==> config.mk <==
export PLATFORM = sky130hd
export DESIGN_NAME = tinted_alpha_pixel_blender
export DESIGN_NICKNAME = d
export VERILOG_FILES = /design/src/design/tapb_pkg.sv /design/src/design/tapb_cfg.sv /design/src/design/tapb_front.sv /design/src/design/tapb_mix.sv /design/src/design/tinted_alpha_pixel_blender.sv
export SDC_FILE = /design/constraint.sdc
export NUM_CORES = 2
export LEC_CHECK = 0
export BUFFER_PORTS_ARGS = -buffer_cell sky130_fd_sc_hd__buf_2
export CELL_PAD_IN_SITES_DETAIL_PLACEMENT = 1
export CELL_PAD_IN_SITES_GLOBAL_PLACEMENT = 1
export CORE_MARGIN = 3
export CORE_UTILIZATION = 45
export CTS_CLUSTER_SIZE = 12
export DETAILED_ROUTE_END_ITERATION = 10
export HOLD_SLACK_MARGIN = 0.12
export PLACE_DENSITY = 0.76
export REMOVE_ABC_BUFFERS = 1
export SYNTH_ARGS = -nofsm -noshare
export SYNTH_HDL_FRONTEND = slang
export SYNTH_SLANG_ARGS = --single-unit
==> constraint.sdc <==
create_clock -name clk -period 7.8 [get_ports clk]
set_input_delay 1.56 -clock clk [delete_from_list [all_inputs] [get_ports clk]]
set_output_delay 1.56 -clock clk [all_outputs]
set_load 0.05 [all_outputs]
==> src/design/tapb_pkg.sv <==
`default_nettype none

package tapb_pkg;

    // Reset extent of the clip window
    localparam int MAX_DIM = 4096;

    localparam int CHAN_W      = 8;
    localparam int NUM_CHAN    = 4;
    localparam int WEIGHT_W    = 17;   // e(a)*e(b) reaches 65536
    localparam int WEIGHT_SH   = 16;   // weight is 1.16 fixed point
    localparam int CFG_IDX_W   = 3;
    localparam int CFG_DATA_W  = 32;
    localparam int COORD_W     = 16;
    localparam int CLIP_POS_W  = 12;
    localparam int CLIP_SPAN_W = 13;

    // Lane order inside a packed ARGB word: lane 3 is alpha (bits 31:24)
    localparam int LANE_A = 3;

    typedef enum logic [CFG_IDX_W-1:0] {
        REG_BLEND_MODE  = 3'd0,
        REG_TINT_COLOR  = 3'd1,
        REG_CLIP_LEFT   = 3'd2,
        REG_CLIP_TOP    = 3'd3,
        REG_CLIP_SPAN_X = 3'd4,
        REG_CLIP_SPAN_Y = 3'd5
    } reg_idx_t;

    typedef enum logic {
        MODE_PLOT = 1'b0,
        MODE_TINT = 1'b1
    } blend_mode_t;

    typedef logic [NUM_CHAN-1:0][CHAN_W-1:0] argb_t;

    typedef struct packed {
        blend_mode_t             blend_mode;
        argb_t                   tint_color;
        logic [CLIP_POS_W-1:0]   clip_left;
        logic [CLIP_POS_W-1:0]   clip_top;
        logic [CLIP_SPAN_W-1:0]  clip_span_x;
        logic [CLIP_SPAN_W-1:0]  clip_span_y;
    } cfg_t;

    // Front stage result: per-lane target, common weight, clip decision, destination pixel
    typedef struct packed {
        logic                 in_window;
        logic [WEIGHT_W-1:0]  weight;
        argb_t                target;
        argb_t                dest;
    } front_t;

    // e(v) = v + (v > 0): maps 0..255 onto 0..256
    function automatic logic [CHAN_W:0] expand(input logic [CHAN_W-1:0] v);
        expand = {1'b0, v} + {{CHAN_W{1'b0}}, (v != '0)};
    endfunction

endpackage

`default_nettype wire

==> src/design/tapb_cfg.sv <==
`default_nettype none

module tapb_cfg (
    input  wire logic                          clk,
    input  wire logic                          rst_n,
    input  wire logic                          cfg_write,
    input  wire logic [tapb_pkg::CFG_IDX_W-1:0]  cfg_index,
    input  wire logic [tapb_pkg::CFG_DATA_W-1:0] cfg_data,
    output tapb_pkg::cfg_t                     cfg
);
    import tapb_pkg::*;

    cfg_t cfg_reg;

    always_ff @(posedge clk or negedge rst_n)
    begin
        if (!rst_n)
        begin
            cfg_reg.blend_mode  <= MODE_PLOT;
            cfg_reg.tint_color  <= '1;
            cfg_reg.clip_left   <= '0;
            cfg_reg.clip_top    <= '0;
            cfg_reg.clip_span_x <= CLIP_SPAN_W'(MAX_DIM);
            cfg_reg.clip_span_y <= CLIP_SPAN_W'(MAX_DIM);
        end
        else if (cfg_write)
        begin
            unique case (cfg_index)
                REG_BLEND_MODE:  cfg_reg.blend_mode  <= blend_mode_t'(cfg_data[0]);
                REG_TINT_COLOR:  cfg_reg.tint_color  <= cfg_data;
                REG_CLIP_LEFT:   cfg_reg.clip_left   <= cfg_data[CLIP_POS_W-1:0];
                REG_CLIP_TOP:    cfg_reg.clip_top    <= cfg_data[CLIP_POS_W-1:0];
                REG_CLIP_SPAN_X: cfg_reg.clip_span_x <= cfg_data[CLIP_SPAN_W-1:0];
                REG_CLIP_SPAN_Y: cfg_reg.clip_span_y <= cfg_data[CLIP_SPAN_W-1:0];
                default: ;  // unmapped index: dropped
            endcase
        end
    end

    assign cfg = cfg_reg;

endmodule

`default_nettype wire

==> src/design/tapb_front.sv <==
`default_nettype none

module tapb_front (
    input  wire logic                              clk,
    input  wire logic                              rst_n,
    input  wire tapb_pkg::cfg_t                    cfg,
    input  wire logic                              in_valid,
    output logic                                   in_ready,
    input  wire logic [31:0]                       source_argb,
    input  wire logic [31:0]                       dest_argb,
    input  wire logic signed [tapb_pkg::COORD_W-1:0] pos_x,
    input  wire logic signed [tapb_pkg::COORD_W-1:0] pos_y,
    output logic                                   fr_valid,
    input  wire logic                              fr_ready,
    output tapb_pkg::front_t                       fr_data
);
    import tapb_pkg::*;

    localparam int CMP_W = COORD_W + 2;

    logic                    fr_valid_reg;
    front_t                  fr_data_reg;
    front_t                  fr_data_next;

    argb_t                   src;
    logic signed [CMP_W-1:0] x_ext, y_ext, lo_x, lo_y, hi_x, hi_y;
    logic [CHAN_W:0]         ea, wa;
    logic [2*CHAN_W+1:0]     w_prod;
    logic [2*CHAN_W:0]       t_prod [NUM_CHAN-1];

    assign src = source_argb;

    // Clip window test, all signed with headroom
    always_comb
    begin
        x_ext = {{(CMP_W-COORD_W){pos_x[COORD_W-1]}}, pos_x};
        y_ext = {{(CMP_W-COORD_W){pos_y[COORD_W-1]}}, pos_y};
        lo_x  = signed'({{(CMP_W-CLIP_POS_W){1'b0}}, cfg.clip_left});
        lo_y  = signed'({{(CMP_W-CLIP_POS_W){1'b0}}, cfg.clip_top});
        hi_x  = lo_x + signed'({{(CMP_W-CLIP_SPAN_W){1'b0}}, cfg.clip_span_x});
        hi_y  = lo_y + signed'({{(CMP_W-CLIP_SPAN_W){1'b0}}, cfg.clip_span_y});
    end

    // Weight: e(src_a)^2 in plot mode, e(tint_a)*e(src_a) when tinting
    always_comb
    begin
        ea     = expand(src[LANE_A]);
        wa     = (cfg.blend_mode == MODE_TINT) ? expand(cfg.tint_color[LANE_A]) : ea;
        w_prod = wa * ea;
    end

    always_comb
    begin
        fr_data_next.in_window = (x_ext >= lo_x) && (x_ext < hi_x) &&
                                 (y_ext >= lo_y) && (y_ext < hi_y);
        fr_data_next.weight = w_prod[WEIGHT_W-1:0];
        fr_data_next.dest   = dest_argb;
        // Alpha target is always the source alpha
        fr_data_next.target[LANE_A] = src[LANE_A];
        for (int i = 0; i < NUM_CHAN - 1; i++)
        begin
            t_prod[i] = expand(cfg.tint_color[i]) * src[i];
            fr_data_next.target[i] = (cfg.blend_mode == MODE_TINT) ?
                                     t_prod[i][2*CHAN_W-1:CHAN_W] : src[i];
        end
    end

    assign in_ready = !fr_valid_reg || fr_ready;

    always_ff @(posedge clk or negedge rst_n)
    begin
        if (!rst_n)
            fr_valid_reg <= 1'b0;
        else if (in_ready)
            fr_valid_reg <= in_valid;
    end

    always_ff @(posedge clk)
    begin
        if (in_ready && in_valid)
            fr_data_reg <= fr_data_next;
    end

    assign fr_valid = fr_valid_reg;
    assign fr_data  = fr_data_reg;

endmodule

`default_nettype wire

==> src/design/tapb_mix.sv <==
`default_nettype none

module tapb_mix (
    input  wire logic            clk,
    input  wire logic            rst_n,
    input  wire logic            fr_valid,
    output logic                 fr_ready,
    input  wire tapb_pkg::front_t fr_data,
    output logic                 out_valid,
    input  wire logic            out_ready,
    output logic [31:0]          blended_argb,
    output logic                 write_enable
);
    import tapb_pkg::*;

    localparam int DIFF_W = CHAN_W + 1;
    localparam int PROD_W = DIFF_W + WEIGHT_W + 1;

    // Product stage
    logic                      pr_valid_reg;
    logic                      pr_ready;
    logic                      pr_inside_reg;
    argb_t                     pr_dest_reg;
    argb_t                     pr_delta_reg;
    argb_t                     pr_delta_next;
    logic signed [DIFF_W-1:0]  diff [NUM_CHAN];
    logic signed [PROD_W-1:0]  prod [NUM_CHAN];

    // Output stage
    logic                      out_valid_reg;
    logic [31:0]               blended_reg;
    argb_t                     blended_next;
    logic                      write_enable_reg;

    // (target - dst) * weight; floor(/65536) is an arithmetic shift and only
    // its low byte survives the final mod 256
    always_comb
    begin
        for (int i = 0; i < NUM_CHAN; i++)
        begin
            diff[i] = signed'({1'b0, fr_data.target[i]}) - signed'({1'b0, fr_data.dest[i]});
            prod[i] = diff[i] * signed'({1'b0, fr_data.weight});
            pr_delta_next[i] = prod[i][WEIGHT_SH +: CHAN_W];
        end
    end

    assign pr_ready = !out_valid_reg || out_ready;
    assign fr_ready = !pr_valid_reg || pr_ready;

    always_ff @(posedge clk or negedge rst_n)
    begin
        if (!rst_n)
            pr_valid_reg <= 1'b0;
        else if (fr_ready)
            pr_valid_reg <= fr_valid;
    end

    always_ff @(posedge clk)
    begin
        if (fr_ready && fr_valid)
        begin
            pr_inside_reg <= fr_data.in_window;
            pr_dest_reg   <= fr_data.dest;
            pr_delta_reg  <= pr_delta_next;
        end
    end

    always_comb
    begin
        for (int i = 0; i < NUM_CHAN; i++)
            blended_next[i] = pr_inside_reg ? (pr_dest_reg[i] + pr_delta_reg[i])
                                            : pr_dest_reg[i];
    end

    always_ff @(posedge clk or negedge rst_n)
    begin
        if (!rst_n)
            out_valid_reg <= 1'b0;
        else if (pr_ready)
            out_valid_reg <= pr_valid_reg;
    end

    always_ff @(posedge clk)
    begin
        if (pr_ready && pr_valid_reg)
        begin
            blended_reg      <= blended_next;
            write_enable_reg <= pr_inside_reg;
        end
    end

    assign out_valid    = out_valid_reg;
    assign blended_argb = blended_reg;
    assign write_enable = write_enable_reg;

endmodule

`default_nettype wire

==> src/design/tinted_alpha_pixel_blender.sv <==
`default_nettype none

// Tinted alpha pixel blender. Each input beat carries a source ARGB pixel,
// the current destination ARGB pixel and the signed destination coordinate;
// each output beat returns the blended pixel and write_enable, which is set
// when the coordinate lies in the clip window [clip_left, clip_left +
// clip_span_x) x [clip_top, clip_top + clip_span_y). Outside the window the
// destination pixel comes back unchanged. Weights use e(v) = v + (v > 0):
// plot mode (blend_mode 0) weighs by e(src_a)^2; tinted-blit mode weighs by
// e(tint_a)*e(src_a) and scales each color channel by e(tint_c)*src_c >> 8,
// alpha target staying the source alpha. Each channel becomes
// dst + floor((target - dst) * weight / 65536), modulo 256. Throughput is
// one pixel per clock while the output is not stalled; beats pass through
// the front stage (clip compare, 9x9 weight and 9x8 tint multipliers), the
// product stage (four 9x18 signed multipliers) and the output register.
// Stalls hold the pipeline stage by stage, so bubbles are squeezed out.
// Configuration is a plain write port (index 0 blend_mode, 1 tint_color,
// 2 clip_left, 3 clip_top, 4 clip_span_x, 5 clip_span_y; other indexes are
// ignored) and must only be written while no beat is in flight.
module tinted_alpha_pixel_blender (
    input  wire logic                              clk,
    input  wire logic                              rst_n,
    // configuration
    input  wire logic                              cfg_write,
    input  wire logic [tapb_pkg::CFG_IDX_W-1:0]     cfg_index,
    input  wire logic [tapb_pkg::CFG_DATA_W-1:0]    cfg_data,
    // input channel
    input  wire logic                              in_valid,
    output logic                                   in_ready,
    input  wire logic [31:0]                       source_argb,
    input  wire logic [31:0]                       dest_argb,
    input  wire logic signed [tapb_pkg::COORD_W-1:0] pos_x,
    input  wire logic signed [tapb_pkg::COORD_W-1:0] pos_y,
    // output channel
    output logic                                   out_valid,
    input  wire logic                              out_ready,
    output logic [31:0]                            blended_argb,
    output logic                                   write_enable
);
    import tapb_pkg::*;

    cfg_t   cfg;
    logic   fr_valid;
    logic   fr_ready;
    front_t fr_data;

    // Register file; live values feed the front stage directly
    tapb_cfg u_cfg (
        .clk       (clk),
        .rst_n     (rst_n),
        .cfg_write (cfg_write),
        .cfg_index (cfg_index),
        .cfg_data  (cfg_data),
        .cfg       (cfg)
    );

    // Stage 1: clip test, weight and tinted targets
    tapb_front u_front (
        .clk         (clk),
        .rst_n       (rst_n),
        .cfg         (cfg),
        .in_valid    (in_valid),
        .in_ready    (in_ready),
        .source_argb (source_argb),
        .dest_argb   (dest_argb),
        .pos_x       (pos_x),
        .pos_y       (pos_y),
        .fr_valid    (fr_valid),
        .fr_ready    (fr_ready),
        .fr_data     (fr_data)
    );

    // Stages 2 and 3: per-channel product, then add and output register
    tapb_mix u_mix (
        .clk          (clk),
        .rst_n        (rst_n),
        .fr_valid     (fr_valid),
        .fr_ready     (fr_ready),
        .fr_data      (fr_data),
        .out_valid    (out_valid),
        .out_ready    (out_ready),
        .blended_argb (blended_argb),
        .write_enable (write_enable)
    );

endmodule

`default_nettype wire

# Word level (Yosys, flattened, before mapping)
# Cells that the tools add are included.
op_classes:
  addsub: 15
  n_mul: 8
  n_lt_le_gt_ge: 4
  eq_ne: 5
  muxes: 8
  n_reduce_logical: 24
op_table:
  columns: ["cell", "count"]
  rows:
  - ["multiplier 9 x 18 -> 24 bit", 4]
  - ["2-to-1 mux 8 bit", 7]
  - ["multiplier 9 x 8 -> 16 bit", 3]
  - ["adder 8 x 1 -> 9 bit", 5]
  - ["nonzero test 8 bit", 5]
  - ["subtractor 8 x 8 -> 9 bit", 4]
  - ["adder 8 bit", 4]
  - ["greater-or-equal comparator 16 x 13 -> 1 bit", 2]
  - ["less-than comparator 16 x 15 -> 1 bit", 2]
  - ["adder 12 x 13 -> 14 bit", 2]
  - ["multiplier 9 x 9 -> 17 bit", 1]
  - ["AND reduction 2 bit", 6]
  - ["2-to-1 mux 9 bit", 1]
  - ["equality test 3 x 2 -> 1 bit (second input constant)", 2]
  - ["equality test 3 bit (second input constant)", 2]
  - ["logical AND 1 bit", 6]
  - ["equality test 3 x 1 -> 1 bit (second input constant)", 1]
  - ["logical NOT 1 bit", 3]
  - ["logical NOT 3 bit", 1]
  - ["logical OR 1 bit", 3]
word_totals:
  register_bits: 266
  inputBits: 136
  elab_cells: 97

# Longest topological paths before layout
logic_depth:
  word_depth: 5
  mapped_depth: 28
  ltp_nobuf: 28

# Hierarchy
# Synthesis repeated with hierarchy kept, for this count alone.
hier_totals:
  cells_unflattened: 4031
  area_unflattened_um2: 40915.5
modules_own_cells:
  columns: ["mod", "n_inst", "cells_each", "area_per_inst_um2", "seq_area_each_um2"]
  rows:
  - ["tapb_mix", 1, 2314, 23085.9, 2992.9]
  - ["tapb_front", 1, 1537, 14511.4, 2487.4]
  - ["tapb_cfg", 1, 180, 3318.2, 2119.5]

# Worst setup path after synthesis
# Ideal clock, no wire load.
synth_timing:
  path_kind: "flip-flop to flip-flop"
  start: "register u_front.fr_data_reg, in the netlist u_front.fr_data[0]"
  end: "register u_mix.pr_delta_reg[7] (netlist bit), data pin"
  setup_ps: 268
  t_arrival_ps: 6698
  slack_ps: 835
  stages_incl_launch_ff: 28
  period_less_slack_ps: 6965
  cell_sequence: "edfxtp_1 -> ha_1 -> fa_1 -> nor2b_1 -> o21ai_0 -> a21boi_0 -> o21ai_0 -> nor2b_1 -> xnor2_1 -> clkbuf_1 -> nand2_1 -> fa_1 -> fa_1 -> inv_1 -> fa_1 -> fa_1 -> inv_1 -> fa_1 -> inv_1 -> ha_1 -> nand4_1 -> o211ai_1 -> nor4b_2 -> nor3b_2 -> o41ai_2 -> nor2_1 -> a2111oi_1 -> xnor3_1"
synth_lines:
  columns: ["item", "line_no", "rtl"]
  rows:
  - ["start: declaration", "tapb_front.sv:22", "front_t fr_data_reg;"]
  - ["start signal: assignment", "tapb_front.sv:81", "fr_data_reg <= fr_data_next;"]
  - ["end signal: assignment", "tapb_mix.sv:64", "pr_delta_reg <= pr_delta_next;"]
  - ["end: declaration", "tapb_mix.sv:24", "argb_t pr_delta_reg;"]

==> impl_metrics.json <==
{
  "run_status": "finished, final reports clean",
  "avgRoutedWirePerCell_um": 20.0,
  "drtIter0Drc": 1255,
  "postCtsSetupRepairBufs": 0,
  "synth_register_bits": 266,
  "hold_path_sink": "u_mix.pr_inside_reg",
  "worst_r2r_startpoint": "u_front.fr_data[0]",
  "crit_family": "adder cells",
  "worstMarginPinSlew_ns": 1.33,
  "numPlacedInstances": 5329,
  "drive_gt1_frac": 0.117,
  "area_of_the_multi_input_gates_um2": 30000,
  "antenna_left": 0,
  "global_route.usage.total": 0.236,
  "crit_path_max_incr_delay_ns": 0.67,
  "final_net_count": 5424,
  "synth.yosys.seq_area_share": 0.188,
  "post_synth_inst_count": 4044,
  "drv_cap": 0,
  "cts_root_buf": "clkbuf_16",
  "yosys.area.top_type_share": 0.297,
  "ioPinCount": 171,
  "max_clock_freq_mhz": 136,
  "drc_violation_count_after_routing": 0,
  "ys_warn_count": 0,
  "areaGrowthSynthToFinish_pct": 9.11,
  "die-height_um": 305,
  "post-synth-top-area-cell": "fa_1",
  "die_area_um2": 93300,
  "seq_area_um2": 7600,
  "hold_path.class": "reg2reg",
  "hold-path-cell-count": 0,
  "cts_repair_resize_count": 0,
  "required_ns": 8.11,
  "timing_max_transition_violations_final": 0,
  "detailedRoute.firstPassIterationCount": 5,
  "synth_ff_type": "edfxtp_1",
  "r2r_end": "u_mix.pr_delta_reg[7]",
  "ctsLongestPathBuffers": 3,
  "vias": 28800,
  "timing.final.crit_share": 0.945,
  "max_reg_flops": 83,
  "row_count": 109,
  "relSlewSlack": 0.0910,
  "synth.cells.most_frequent": "inv_1, fa_1, ha_1",
  "cp.buffers_inverters": 3,
  "floorplan.core_area_um2": 88600,
  "worst_r2r_path_depth": 26,
  "place_hpwl_um": 85300,
  "synth.most_common_cell": "inv_1",
  "final_cell_count_no_fill": 5401,
  "timing.critical_path.fanout_max": 3,
  "criticalPathCategory": "reg2reg",
  "rsz0062_at_grt": "false",
  "tritoncts.num_buffers": 34,
  "hold_path_startpoint": "u_front.fr_data[81]",
  "crit_path_start_kind": "flop",
  "min_cycle_time_layout_ns": 7.37,
  "die_w_um": 305,
  "synthTopCellsByArea": "fa_1, ha_1, edfxtp_1",
  "grt.overflow.total": 0,
  "synth_cell_type_count": 75,
  "setup_viol": 0,
  "clock_tree_from_tritoncts": "yes",
  "worst_setup_skew_after_layout_ns": 0.0376,
  "grt_antenna_before_repair": 28,
  "wirelength_um": 108000,
  "postSynth.asyncResetShare": 0.323,
  "cts.reportedPaths.clkPinSlew_ns": 0.06,
  "syn-mean-instance-area_um2": 9.98,
  "clock_insertion_delay_worst_skew_ns": 0.57,
  "synth_edf_count": 180,
  "tns_ns": 0,
  "critPathMostFrequentCell": "fa_1",
  "worstPathArrival_ns": 7.68,
  "gp_congestion": 0.883,
  "tritoncts_num_sinks": 266,
  "setup.worst_path.end_class": "flop",
  "grt_max_degree": 66,
  "via_count_of_the_first_global_routing_pass": 32500,
  "cts_hold_buffers": 0,
  "critical-path-slowest-cell": "fa_1",
  "filler_cell_count": 9972,
  "global_route_wire_length_before_repair_um": 175000,
  "count_of_buffers_from_port_buffering": 170,
  "report.final.hold_viol_count": 0,
  "avgViaCountPerCell": 5.33,
  "h-tree-depth": 2,
  "rrSetupSlack_ns": 0.43,
  "syn_area_um2": 40400,
  "floorplan.initialDensity": 0.455
}
## logic make-up (layout without fill, tap and decap cells)
logic type / count (synthesis) / count (layout) / synth area share
adders and majority gates: 1088 / 1088 / 0.449
AOI/OAI and AO/OA: 337 / 337 / 0.0542
xor gates and xnor gates: 179 / 179 / 0.0392
other: 0 / 12 / 0
muxes: 109 / 109 / 0.0301
and+or+nand+nor: 1308 / 1308 / 0.169
DFF: 266 / 266 / 0.188
buffers and inverters: 757 / 937 / 0.0704
## how the worst max path moves through the flow
stage	start	endpoint	slack (ns)	cells past startpoint
floorplan	u_front.fr_data[0]	u_mix.pr_delta_reg[7]	0.77	26
global route	u_front.fr_data[0]	u_mix.pr_delta_reg[7]	0.08	23
finish	u_front.fr_data[0]	u_mix.pr_delta_reg[7]	0.43	26
detailed placement	source_argb[28]	u_front.fr_data[80]	0.12	23
global placement	source_argb[28]	u_front.fr_data[80]	0.29	23
CTS	u_front.fr_data[1]	u_mix.pr_delta_reg[7]	0.06	24
## metrics by stage
stage	hold slack, ns	util	worst slack, ns	instance area [um2]
4_1_cts	0.400	0.496	0.0565	44000
2_1_floorplan	0.400	-	0.767	39800
6_report	0.412	0.497	0.431	44000
3_5_place_dp	0.415	0.483	0.121	42900
3_3_place_gp	0.401	0.483	0.285	42900
5_1_grt	0.428	0.497	0.0783	44000
## metal layers
| metal | GRT usage | share of wire | vias up |
|---|---|---|---|
| met3 | 0.0378 | 0.043 | 163 |
| met2 | 0.415 | 0.50 | 472 |
| met4 | 0.0730 | 0.032 | 16 |
| met1 | 0.299 | 0.43 | 14900 |
| li1 | - | - | 13200 |
| met5 | 0 | 0.0011 | - |
## cell usage in the layout (no fill, tap or decap), types with 13 or more instances in the layout
master     instances
nor3_1            48
nand2_1          353
nor2b_1           35
buf_2            169
fa_1             599
nand2b_1         140
xnor2_1          128
edfxtp_1         180
nor2_1           195
inv_1            616
o21ai_0           79
ha_1             489
o21bai_1          17
a21oi_1           89
or2_2             24
o21a_1            22
a21boi_0          14
buf_4             90
dfstp_2           34
mux2_2           100
a21o_1            28
nand3_1           36
clkbuf_16         35
and2_1           391
dfrtp_1           51
xor2_1            49
and3_1            13
## area by class of cell
type,count,share of cell area
clock buffers,43,0.0215
diodes,12,0.000682
well taps,1165,0.0331
clock inverters,17,0.00415
flip-flops and latches,266,0.173
inverters,617,0.0526
multi-input cells,3021,0.680
repair buffers,260,0.0350
Power is not shown: default switching activity piles up to over one toggle a cycle in this logic, so the estimate is an artifact.
